## src/sv/slsm_pkg.sv

```systemverilog
`timescale 1ns / 1ps
// ----------------------------------------------------------------------------
// slsm_pkg
// Shared types, codes and the fixed-point blend used by the velocity smoother.
// ----------------------------------------------------------------------------
package slsm_pkg;

	// Item commands carried in the input tuser field.
	typedef enum logic [1:0] {
		CMD_STEP   = 2'd0,
		CMD_FILTER = 2'd1,
		CMD_CLEAR  = 2'd2,
		CMD_NOP    = 2'd3
	} cmd_t;

	// Configuration register indexes.
	localparam logic [1:0] REG_ACCEL  = 2'd0;
	localparam logic [1:0] REG_DECEL  = 2'd1;
	localparam logic [1:0] REG_VCOEFF = 2'd2;
	localparam logic [1:0] REG_OCOEFF = 2'd3;

	// Reset values of the configuration registers.
	localparam logic [15:0] ACCEL_RST  = 16'd7680;
	localparam logic [15:0] DECEL_RST  = 16'd15360;
	localparam logic [8:0]  VCOEFF_RST = 9'd102;
	localparam logic [8:0]  OCOEFF_RST = 9'd154;

	// Unity weight in Q1.8 and the small-error threshold in Q8.8.
	localparam logic [8:0]         COEFF_ONE = 9'd256;
	localparam logic signed [16:0] SMALL_ERR = 17'sd26;

	// Commands from the controller to the datapath.
	typedef struct packed {
		logic load;   // capture the accepted item
		logic mul;    // select rate and form rate * dt
		logic spd;    // clamp the error and update the present speed
		logic lp1;    // first blend stage
		logic lp2;    // second blend stage into the filtered value
		logic clr;    // clear both state entries
		logic emit;   // load the output register
	} dp_cmd_t;

	// Status from the datapath to the controller.
	typedef struct packed {
		cmd_t in_cmd;
		logic in_dt_zero;
	} dp_stat_t;

	// Weighted blend floor((c*x + (256-c)*p) / 256), saturated to 16 bits.
	function automatic logic signed [15:0] lp_blend(
		input logic signed [15:0] x,
		input logic signed [15:0] p,
		input logic [8:0]         c
	);
		logic [8:0]         cc;
		logic signed [9:0]  ca;
		logic signed [9:0]  cb;
		logic signed [26:0] s;
		logic signed [18:0] q;
		logic signed [15:0] r;
		cc = (c > COEFF_ONE) ? COEFF_ONE : c;
		ca = $signed({1'b0, cc});
		cb = 10'sd256 - ca;
		s  = (27'(ca) * 27'(x)) + (27'(cb) * 27'(p));
		q  = 19'(s >>> 8);
		if (q > 19'sd32767) begin
			r = 16'sh7FFF;
		end else if (q < -19'sd32768) begin
			r = 16'sh8000;
		end else begin
			r = 16'(q);
		end
		return r;
	endfunction

endpackage

```

## src/sv/slsm_ctrl.sv

```systemverilog
`timescale 1ns / 1ps
// ----------------------------------------------------------------------------
// slsm_ctrl
// Sequencer for one item at a time: decodes the command, steps the datapath
// through the slew and blend stages and owns the output valid flag.
// ----------------------------------------------------------------------------
module slsm_ctrl
	import slsm_pkg::*;
(
	input  logic     clk,
	input  logic     arst_n,
	input  logic     in_valid,
	output logic     in_ready,
	output logic     out_valid,
	input  logic     out_ready,
	input  dp_stat_t stat,
	output dp_cmd_t  cmd
);

	typedef enum logic [6:0] {
		ST_IDLE = 7'b0000001,
		ST_LIM  = 7'b0000010,
		ST_SPD  = 7'b0000100,
		ST_LP1  = 7'b0001000,
		ST_LP2  = 7'b0010000,
		ST_CLR  = 7'b0100000,
		ST_EMIT = 7'b1000000
	} state_t;

	state_t state_q, state_d;
	logic   out_valid_q;
	logic   out_free;
	logic   accept;

	assign in_ready  = (state_q == ST_IDLE);
	assign accept    = in_valid && in_ready;
	assign out_valid = out_valid_q;
	assign out_free  = !out_valid_q || out_ready;

	// Next state and datapath commands.
	always_comb begin
		state_d = state_q;
		cmd     = '0;
		unique case (state_q)
			ST_IDLE: begin
				if (accept) begin
					cmd.load = 1'b1;
					unique case (stat.in_cmd)
						CMD_STEP:   state_d = stat.in_dt_zero ? ST_EMIT : ST_LIM;
						CMD_FILTER: state_d = ST_LP2;
						CMD_CLEAR:  state_d = ST_CLR;
						CMD_NOP:    state_d = ST_EMIT;
						default:    state_d = ST_EMIT;
					endcase
				end
			end
			ST_LIM: begin
				cmd.mul = 1'b1;
				state_d = ST_SPD;
			end
			ST_SPD: begin
				cmd.spd = 1'b1;
				state_d = ST_LP1;
			end
			ST_LP1: begin
				cmd.lp1 = 1'b1;
				state_d = ST_LP2;
			end
			ST_LP2: begin
				cmd.lp2 = 1'b1;
				state_d = ST_EMIT;
			end
			ST_CLR: begin
				cmd.clr = 1'b1;
				state_d = ST_EMIT;
			end
			ST_EMIT: begin
				if (out_free) begin
					cmd.emit = 1'b1;
					state_d  = ST_IDLE;
				end
			end
			default: state_d = ST_IDLE;
		endcase
	end

	// State register and output valid flag.
	always_ff @(posedge clk or negedge arst_n) begin
		if (!arst_n) begin
			state_q     <= ST_IDLE;
			out_valid_q <= 1'b0;
		end else begin
			state_q <= state_d;
			if (cmd.emit) begin
				out_valid_q <= 1'b1;
			end else if (out_ready) begin
				out_valid_q <= 1'b0;
			end
		end
	end

endmodule

```

## src/sv/slsm_datapath.sv

```systemverilog
`timescale 1ns / 1ps
// ----------------------------------------------------------------------------
// slsm_datapath
// Configuration registers, velocity state, rate multiplier, slew clamp,
// shared blend unit and the output register.
// ----------------------------------------------------------------------------
module slsm_datapath
	import slsm_pkg::*;
(
	input  logic               clk,
	input  logic               arst_n,
	input  logic               cfg_we,
	input  logic [1:0]         cfg_index,
	input  logic [15:0]        cfg_data,
	input  logic [1:0]         in_user,
	input  logic [47:0]        in_data,
	output logic signed [15:0] out_data,
	input  dp_cmd_t            cmd,
	output dp_stat_t           stat
);

	// Configuration.
	logic [15:0] accel_q, decel_q;
	logic [8:0]  vcoef_q, ocoef_q;

	// State.
	logic signed [15:0] present_q, filt_q;

	// Item and intermediate registers.
	cmd_t               cmd_q;
	logic signed [15:0] tgt_q, ext_q, fv_q, out_q;
	logic [15:0]        dt_q;
	logic [15:0]        prod_q;   // rate * dt, scaled down by 2^16
	logic               half_q;
	logic signed [16:0] err_q;

	logic signed [16:0] err;
	logic               small_err, same_dir;
	logic [15:0]        rate;
	logic [15:0]        lim;
	logic signed [17:0] lim_s, err_x, chg, sum;
	logic signed [15:0] spd_new;
	logic signed [15:0] bl_x, bl_y;
	logic [8:0]         bl_c;

	assign stat.in_cmd     = cmd_t'(in_user);
	assign stat.in_dt_zero = (in_data[31:16] == 16'd0);
	assign out_data        = out_q;

	// Rate selection from the speed error.
	always_comb begin
		err       = 17'(tgt_q) - 17'(present_q);
		small_err = (err < SMALL_ERR) && (err > -SMALL_ERR);
		same_dir  = ((err > 17'sd0) && (present_q >= 16'sd0)) ||
		            ((err < 17'sd0) && (present_q <= 16'sd0));
		if (small_err) begin
			rate = (accel_q < decel_q) ? accel_q : decel_q;
		end else begin
			rate = same_dir ? accel_q : decel_q;
		end
	end

	// Clamp the error to the limit and saturate the new speed.
	always_comb begin
		lim   = half_q ? {1'b0, prod_q[15:1]} : prod_q;
		lim_s = $signed({2'b00, lim});
		err_x = 18'(err_q);
		if (err_x > lim_s) begin
			chg = lim_s;
		end else if (err_x < -lim_s) begin
			chg = -lim_s;
		end else begin
			chg = err_x;
		end
		sum = 18'(present_q) + chg;
		if (sum > 18'sd32767) begin
			spd_new = 16'sh7FFF;
		end else if (sum < -18'sd32768) begin
			spd_new = 16'sh8000;
		end else begin
			spd_new = 16'(sum);
		end
	end

	// Shared blend unit, operands chosen by stage.
	always_comb begin
		if (cmd.lp1) begin
			bl_x = present_q;
			bl_c = vcoef_q;
		end else begin
			bl_x = (cmd_q == CMD_FILTER) ? ext_q : fv_q;
			bl_c = ocoef_q;
		end
		bl_y = lp_blend(bl_x, filt_q, bl_c);
	end

	// Configuration and state registers.
	always_ff @(posedge clk or negedge arst_n) begin
		if (!arst_n) begin
			accel_q   <= ACCEL_RST;
			decel_q   <= DECEL_RST;
			vcoef_q   <= VCOEFF_RST;
			ocoef_q   <= OCOEFF_RST;
			present_q <= '0;
			filt_q    <= '0;
		end else begin
			if (cfg_we) begin
				unique case (cfg_index)
					REG_ACCEL:  accel_q <= cfg_data;
					REG_DECEL:  decel_q <= cfg_data;
					REG_VCOEFF: vcoef_q <= cfg_data[8:0];
					REG_OCOEFF: ocoef_q <= cfg_data[8:0];
					default: ;
				endcase
			end
			if (cmd.clr) begin
				present_q <= '0;
				filt_q    <= '0;
			end else begin
				if (cmd.spd) begin
					present_q <= spd_new;
				end
				if (cmd.lp2) begin
					filt_q <= bl_y;
				end
			end
		end
	end

	// Payload registers.
	always_ff @(posedge clk) begin
		if (cmd.load) begin
			cmd_q <= cmd_t'(in_user);
			tgt_q <= $signed(in_data[15:0]);
			dt_q  <= in_data[31:16];
			ext_q <= $signed(in_data[47:32]);
		end
		if (cmd.mul) begin
			prod_q <= 16'((32'(rate) * 32'(dt_q)) >> 16);
			half_q <= small_err;
			err_q  <= err;
		end
		if (cmd.lp1) begin
			fv_q <= bl_y;
		end
		if (cmd.emit) begin
			out_q <= filt_q;
		end
	end

endmodule

```

## src/sv/slew_limited_velocity_smoother.sv

```systemverilog
`timescale 1ns / 1ps
// Sequence: a slew step passes the LIM, SPD, LP1, LP2 and EMIT states before it
// is in the output register; filter and clear items pass LP2 or CLR, then EMIT;
// a zero time step or no-op goes straight to EMIT, which holds on output stall.
// One item at a time: a step uses the rate multiplier, then two blend passes.
// Reset: arst_n clears speed and filtered output and restores register defaults.
// ----------------------------------------------------------------------------
// slew_limited_velocity_smoother
// Slew-rate limited velocity with a two-stage first-order low-pass output.
// ----------------------------------------------------------------------------
module slew_limited_velocity_smoother
	import slsm_pkg::*;
(
	input  logic        clk,
	input  logic        arst_n,
	input  logic        cfg_valid,
	output logic        cfg_ready,
	input  logic [1:0]  cfg_index,
	input  logic [15:0] cfg_data,
	input  logic        s_axis_tvalid,
	output logic        s_axis_tready,
	input  logic [47:0] s_axis_tdata,   // target_speed, time_step, external_value
	input  logic [1:0]  s_axis_tuser,   // cmd
	output logic        m_axis_tvalid,
	input  logic        m_axis_tready,
	output logic [15:0] m_axis_tdata    // smoothed_output
);

	dp_cmd_t            dcmd;
	dp_stat_t           dstat;
	logic signed [15:0] out_data;

	// Register writes are always taken.
	assign cfg_ready    = 1'b1;
	assign m_axis_tdata = out_data;

	slsm_ctrl u_ctrl (
		.clk       (clk),
		.arst_n    (arst_n),
		.in_valid  (s_axis_tvalid),
		.in_ready  (s_axis_tready),
		.out_valid (m_axis_tvalid),
		.out_ready (m_axis_tready),
		.stat      (dstat),
		.cmd       (dcmd)
	);

	slsm_datapath u_dp (
		.clk       (clk),
		.arst_n    (arst_n),
		.cfg_we    (cfg_valid),
		.cfg_index (cfg_index),
		.cfg_data  (cfg_data),
		.in_user   (s_axis_tuser),
		.in_data   (s_axis_tdata),
		.out_data  (out_data),
		.cmd       (dcmd),
		.stat      (dstat)
	);

endmodule

```

## config.mk

```make
export PLATFORM = sky130hd
export DESIGN_NAME = slew_limited_velocity_smoother
export DESIGN_NICKNAME = d
export VERILOG_FILES = /design/src/sv/slsm_pkg.sv /design/src/sv/slsm_ctrl.sv /design/src/sv/slsm_datapath.sv /design/src/sv/slew_limited_velocity_smoother.sv
export SDC_FILE = /design/constraint.sdc
export NUM_CORES = 2
export LEC_CHECK = 0
export BUFFER_PORTS_ARGS = -buffer_cell sky130_fd_sc_hd__clkbuf_2
export CELL_PAD_IN_SITES_DETAIL_PLACEMENT = 0
export CELL_PAD_IN_SITES_GLOBAL_PLACEMENT = 2
export CORE_ASPECT_RATIO = 0.5
export CORE_UTILIZATION = 40
export CTS_BUF_LIST = sky130_fd_sc_hd__clkbuf_2
export CTS_CLUSTER_DIAMETER = 60
export CTS_CLUSTER_SIZE = 30
export DETAILED_ROUTE_END_ITERATION = 12
export PLACE_DENSITY = 0.84
export SKIP_LAST_GASP = 1
export SLEW_MARGIN = 20
export SYNTH_ARGS = -nofsm -noshare
export SYNTH_HDL_FRONTEND = slang
export SYNTH_SLANG_ARGS = --single-unit
```

## constraint.sdc

```tcl
create_clock -name clk -period 30.3 [get_ports clk]
set_clock_uncertainty 0.1 [all_clocks]
set_input_delay 3.03 -clock clk [delete_from_list [all_inputs] [get_ports clk]]
set_output_delay 3.03 -clock clk [all_outputs]
set_load 0.05 [all_outputs]
```

After elaboration in Yosys (flattened, before gate mapping)
Index checks and enable logic that the tools add are counted.
- memories: 0
- register bits: 206
- bits in read-only memories: 0
- bits in latches: 0
- word-level logic and storage cells: 108
- memory bits (writable): 0
- multiply operators: 3
- bitwise operators: 0
- mux-type cells: 34
- $add $sub $neg: 5
- shift operators: 0
- equal/unequal tests: 16
- magnitude comparators: 14
- reductions and logical operators: 19
- divide/modulo/power cells: 0
- operators with widths (operator ; count):
    2-to-1 mux 16 bit ; 14
    multiplier 10 x 16 -> 26 bit ; 2
    case mux 7 bit (6 select lines) ; 1
    2-to-1 mux 18 bit ; 2
    multiplier 16 x 16 -> 32 bit ; 1
    case mux 7 bit (4 select lines) ; 1
    adder 27 bit ; 1
    2-to-1 mux 7 bit ; 3
    > comparator 19 x 16 -> 1 bit, second input constant ; 1
    less-than comparator 19 x 16 -> 1 bit, second input constant ; 1
    adder 16 x 18 -> 18 bit ; 1
    > comparator 18 x 16 -> 1 bit, second input constant ; 1
    less-than comparator 17 x 18 -> 1 bit ; 1
    less-than comparator 18 x 16 -> 1 bit, second input constant ; 1
    2-to-1 mux 9 bit ; 2
    negator 16 -> 18 bit ; 1
    > comparator 17 x 1 -> 1 bit, second input constant ; 1
    > comparator 17 bit ; 1
    > comparator 17 x 6 -> 1 bit, second input constant ; 1
    less-than comparator 17 x 1 -> 1 bit, second input constant ; 1
    less-than comparator 17 x 6 -> 1 bit, second input constant ; 1
    subtractor 16 x 16 -> 17 bit ; 1
    >= comparator 16 x 1 -> 1 bit, second input constant ; 1
    <= comparator 16 x 1 -> 1 bit, second input constant ; 1
    other kinds (23) ; 49

Longest topological paths before layout
- word-level depth: 13
- mapped depth: 47
- depth with buffers taken out: 42

Cells and area by module
A second synthesis with hierarchy kept.
- cells, all modules: 3225
- area, all modules: 30944.7 um^2
- by module, submodules not included (module ; area each (um^2) ; seq. area each (um^2) ; instances ; cells an instance):
    slsm_datapath ; 30420.4 ; 5555.3 ; 1 ; 3174
    slsm_ctrl ; 513.0 ; 201.4 ; 1 ; 49
    slew_limited_velocity_smoother ; 11.3 ; 0.0 ; 1 ; 2

Worst setup path before layout
OpenSTA, ideal clock, no wires.
- path type: reg2reg
- start point: register u_ctrl.state_q[4]
- end point: register u_dp.filt_q[3]
- stages on the path, launching flop included: 40
- required time: 30.074 ns
- slack: 20.222 ns
- arrival time: 9.852 ns
- period minus slack after synthesis: 10.078 ns
- path through: dfrtp_1 -> nor3_2 -> nand4b_2 -> buf_6 -> clkinv_1 -> buf_1 -> clkbuf_1 -> a21oi_1 -> or3_1 -> fa_1 -> fa_1 -> inv_1 -> ha_1 -> inv_1 -> fa_1 -> inv_1 -> fa_1 -> ha_1 -> [... 4 more ...] -> o41ai_1 -> o21ai_0 -> o21a_1 -> a21oi_1 -> xnor2_1 -> ha_1 -> a21oi_1 -> nor2b_1 -> a2111oi_0 -> o22ai_4 -> a21oi_2 -> nand2b_1 -> a21oi_1 -> o21ai_2 -> buf_4 -> nor2_2 -> buf_6 -> a221o_1
- longest elaborated chain between the ends: 13
- elaborated cells between the ends (all ways): 21
- RTL lines (element ; line ; source):
    start, declared ; slsm_ctrl.sv:30 ; state_t state_q, state_d;
    start signal, assigned ; slsm_ctrl.sv:93 ; state_q <= state_d;
    == test 7 x 4 -> 1 bit ; slsm_ctrl.sv:44 ; unique case (state_q)
    2-to-1 mux 1 bit ; slsm_ctrl.sv:44 ;
    2-to-1 mux 9 bit ; slsm_datapath.sv:87 ; if (cmd.lp1) begin
    > comparator 9 bit ; slsm_pkg.sv:61 ; cc = (c > COEFF_ONE) ? COEFF_ONE : c;
    2-to-1 mux 9 bit ; slsm_pkg.sv:61 ;
    subtractor 9 x 9 -> 10 bit ; slsm_pkg.sv:63 ; cb = 10'sd256 - ca;
    multiplier 10 x 16 -> 26 bit ; slsm_pkg.sv:64 ; s = (27'(ca) * 27'(x)) + (27'(cb) * 27'(p));
    adder 27 bit ; slsm_pkg.sv:64 ;
    less-than comparator 19 x 16 -> 1 bit ; slsm_pkg.sv:68 ; end else if (q < -19'sd32768) begin
    2-to-1 mux 16 bit ; slsm_pkg.sv:68 ;
    2-to-1 mux 16 bit ; slsm_pkg.sv:66 ; if (q > 19'sd32767) begin
    2-to-1 mux 16 bit ; slsm_datapath.sv:123 ; if (cmd.lp2) begin
    2-to-1 mux 16 bit ; slsm_datapath.sv:116 ; if (cmd.clr) begin
    end signal, assigned ; slsm_datapath.sv:124 ; filt_q <= bl_y;
    end, declared ; slsm_datapath.sv:27 ; logic signed [15:0] present_q, filt_q;
Several ways; a longest one is shown, not always the timed one. The select of a mux whose other input is x is not followed.
A chain may end at the register's enable or synchronous reset.

Final worst setup path
- start point: register u_ctrl.state_q[1]
- end point: register u_dp.filt_q[8]
Same word-level chain as after synthesis.

==> flow_summary_export.csv <==
group,metric,value,unit
global_route,grtUsageTotal,21.21,%
timing,period_share,40.40,%
synth,ys.flop_type,"edfxtp_1",
worst_hold_path,hp-class,"reg2reg",
timing,worst_pin_slew,1.137,ns
routing,vias,23500,
global_route,grt_pass1_wl,136600,um
synth,synth.ff_latch_count,206,
global_route,grt_max_degree,76,
die,die_w,402.5,um
timing,final_hold_viol_count,0,
timing,tns,0,ns
cts,cts_buffers,21,
cts,clk_pin_slew,0.40,ns
cts,htreeDepth,1,
synth,synth_area_per_cell,9.428,um2
cts,cts_root_buf,"clkbuf_2",
worst_setup_path,critPathArrivalTime,13.17,ns
global_route,overflow,0,
routing,antenna_left,0,
routing,initialDrtViolationCount,1401,
final_layout,fin_cells,4508,
run_status,status,"completed",
synth,synth.top_cells.by_count,"inv_1, fa_1, nand2_1",
cts,cts-resized-gates,0,
die,pin_count,92,
die,initial_utilization,40.98,%
worst_setup_path,required,31.23,ns
timing,setup_viol,0,
timing,fmax,0.08168,GHz
synth,yosysMostFrequentCell,"inv_1",
worst_setup_path,critical_path.top_delay_family,"compound AO/OA/AOI/OAI gates",
cts,cts_sinks,206,
die,die-area,81420,um2
synth,synth_top_area_share,28.45,%
timing,post-route-min-period,12.24,ns
routing,wl_per_cell,18.64,um
timing,slew_violations,0,
worst_hold_path,hp-start,"u_dp.decel_q[15]",
timing,rsz0062_at_grt,"no",
cts,clock_latency,1.18,ns
global_route,grt_pass1_vias,24740,
worst_setup_path,crit_buf_inv,6,
placed_design,place_hpwl,67470,um
routing,drc,0,
worst_setup_path,crit_path_start_kind,"flip-flop",
synth,synth-edff-count,116,
die,dieHeight,202.3,um
synth,synthArstFlopShare,43.69,%
placed_design,gp_congestion,0.8716,
worst_setup_path,critPathMostFrequentCell,"fa_1",
die,num_rows,72,
synth,syn-cell-area,32080,um2
synth,yosysUniqueCellTypes,87,
worst_setup_path,end_kind,"flip-flop",
cts,postCtsSetupRepairBufs,0,
worst_setup_path,cpPeakStageDelay,0.72,ns
cts,hold_buffers,0,
die,core,78290,um2
synth,yosysSeqAreaShare,17.94,%
placed_design,io_buffers,90,
final_layout,nNetsFinal,4306,
worst_setup_path,setup.worst_path.start,"u_ctrl.state_q[1]",
run,drv_cap,0,
placed_design,placed_cells,4463,
worst_setup_path,crit_path_top_delay_cell,"a2111oi_0",
synth,synthTopCellsByArea,"fa_1, ha_1, edfxtp_1",
routing,vias_per_cell,5.212,
timing,max-slew-margin-rel,24.17,%
synth,synth_top_area_cell,"fa_1",
synth,netlist_instances,3403,
worst_setup_path,crit_fanout,46,
final_layout,syn2layout_area_growth,6.103,%
synth,synth_warnings,0,
worst_setup_path,rr_startpoint,"u_ctrl.state_q[1]",
routing,dr.pass1.iters,7,
global_route,antenna_found_initial,9,
final_layout,drive_gt1_share,8.167,%
routing,wl,84020,um
cts,cts_tree,"built",
worst_setup_path,worstSetupPathType,"reg2reg",
cts,clockBufferDepth,3,
-- sequential cells by signal, summed over array words and instances (netlist names), 16 cells and up --
signal and flops:
u_dp.accel_q 16, u_dp.present_q 16, u_dp.prod_q 16, u_dp.fv_q 16
u_dp.decel_q 16, u_dp.out_data 16, u_dp.dt_q 16, u_dp.tgt_q 16
u_dp.err_q 17, u_dp.ext_q 16, u_dp.filt_q 16
-- logic make-up after synthesis --
| group | after synthesis | share of synthesized area (%) |
|---|---|---|
| compound gates | 450 | 9.714 |
| fa+ha+maj | 783 | 41.20 |
| other cells | 2 | 0.02341 |
| flops | 206 | 17.94 |
| mux | 111 | 3.849 |
| buf+inv | 752 | 8.977 |
| simple gates | 974 | 14.88 |
| xor+xnor | 125 | 3.412 |
-- worst paths after layout --
kind,endpoint,slack (ns),depth (start not counted)
hold reg to reg,u_dp.decel_q[15],0.48,1
setup reg to reg,u_dp.filt_q[8],18.06,39
hold / removal,u_dp.decel_q[15],0.48,1
max in group asynchronous,u_dp.decel_q[14],27.24,2
setup / recovery,u_dp.filt_q[8],18.06,39
min in group asynchronous,u_dp.present_q[4],1.58,1
-- layout make-up --
class                      instances  area, um2
tap                             1036       1296
inverter                         644       2420
clock buffer                      21      105.1
timing repair buffer             117      655.6
multi-input combinational       2460      23540
fill                            7723      44240
clock inverter                    17      254.0
antenna                            7      17.52
sequential                       206       5757
-- per-stage QoR --
stage                     instance area (um2)  setup slack, ns  hold WS, ns  utilization (%)
after global routing                    34040            17.10       0.4985            43.48
after CTS                               34020            18.09       0.4783            43.45
final                                   34040            18.06       0.4812            43.49
after detailed placement                33660            18.28       0.4147            42.99
after floorplan                         32140            20.22       0.3231                -
after global placement                  33650            18.40       0.4135            42.99
-- placed cells by master (no fill, tap or decap), types with 75 or more instances in the layout --
cell      synthesis  final
inv_1           642    641
fa_1            456    456
nand2_1         335    335
ha_1            327    327
nor2_1          185    184
and2_1          154    154
edfxtp_1        116    116
a21oi_1         116    114
clkbuf_2          0    110
xnor2_1          88     88
o21ai_0          76     75
-- routing by layer --
metal  up-vias  routed length (um)  track usage (%)
li1      11120                   -                -
met1     11790               38600            29.37
met2       505               39240            35.42
met3        80                4714            3.220
met4         4                1436            3.885
met5         -                  27                0
Power is left out: the tool's default activity adds up to more than one toggle a clock period on the data nets, which glitch-free logic cannot reach.
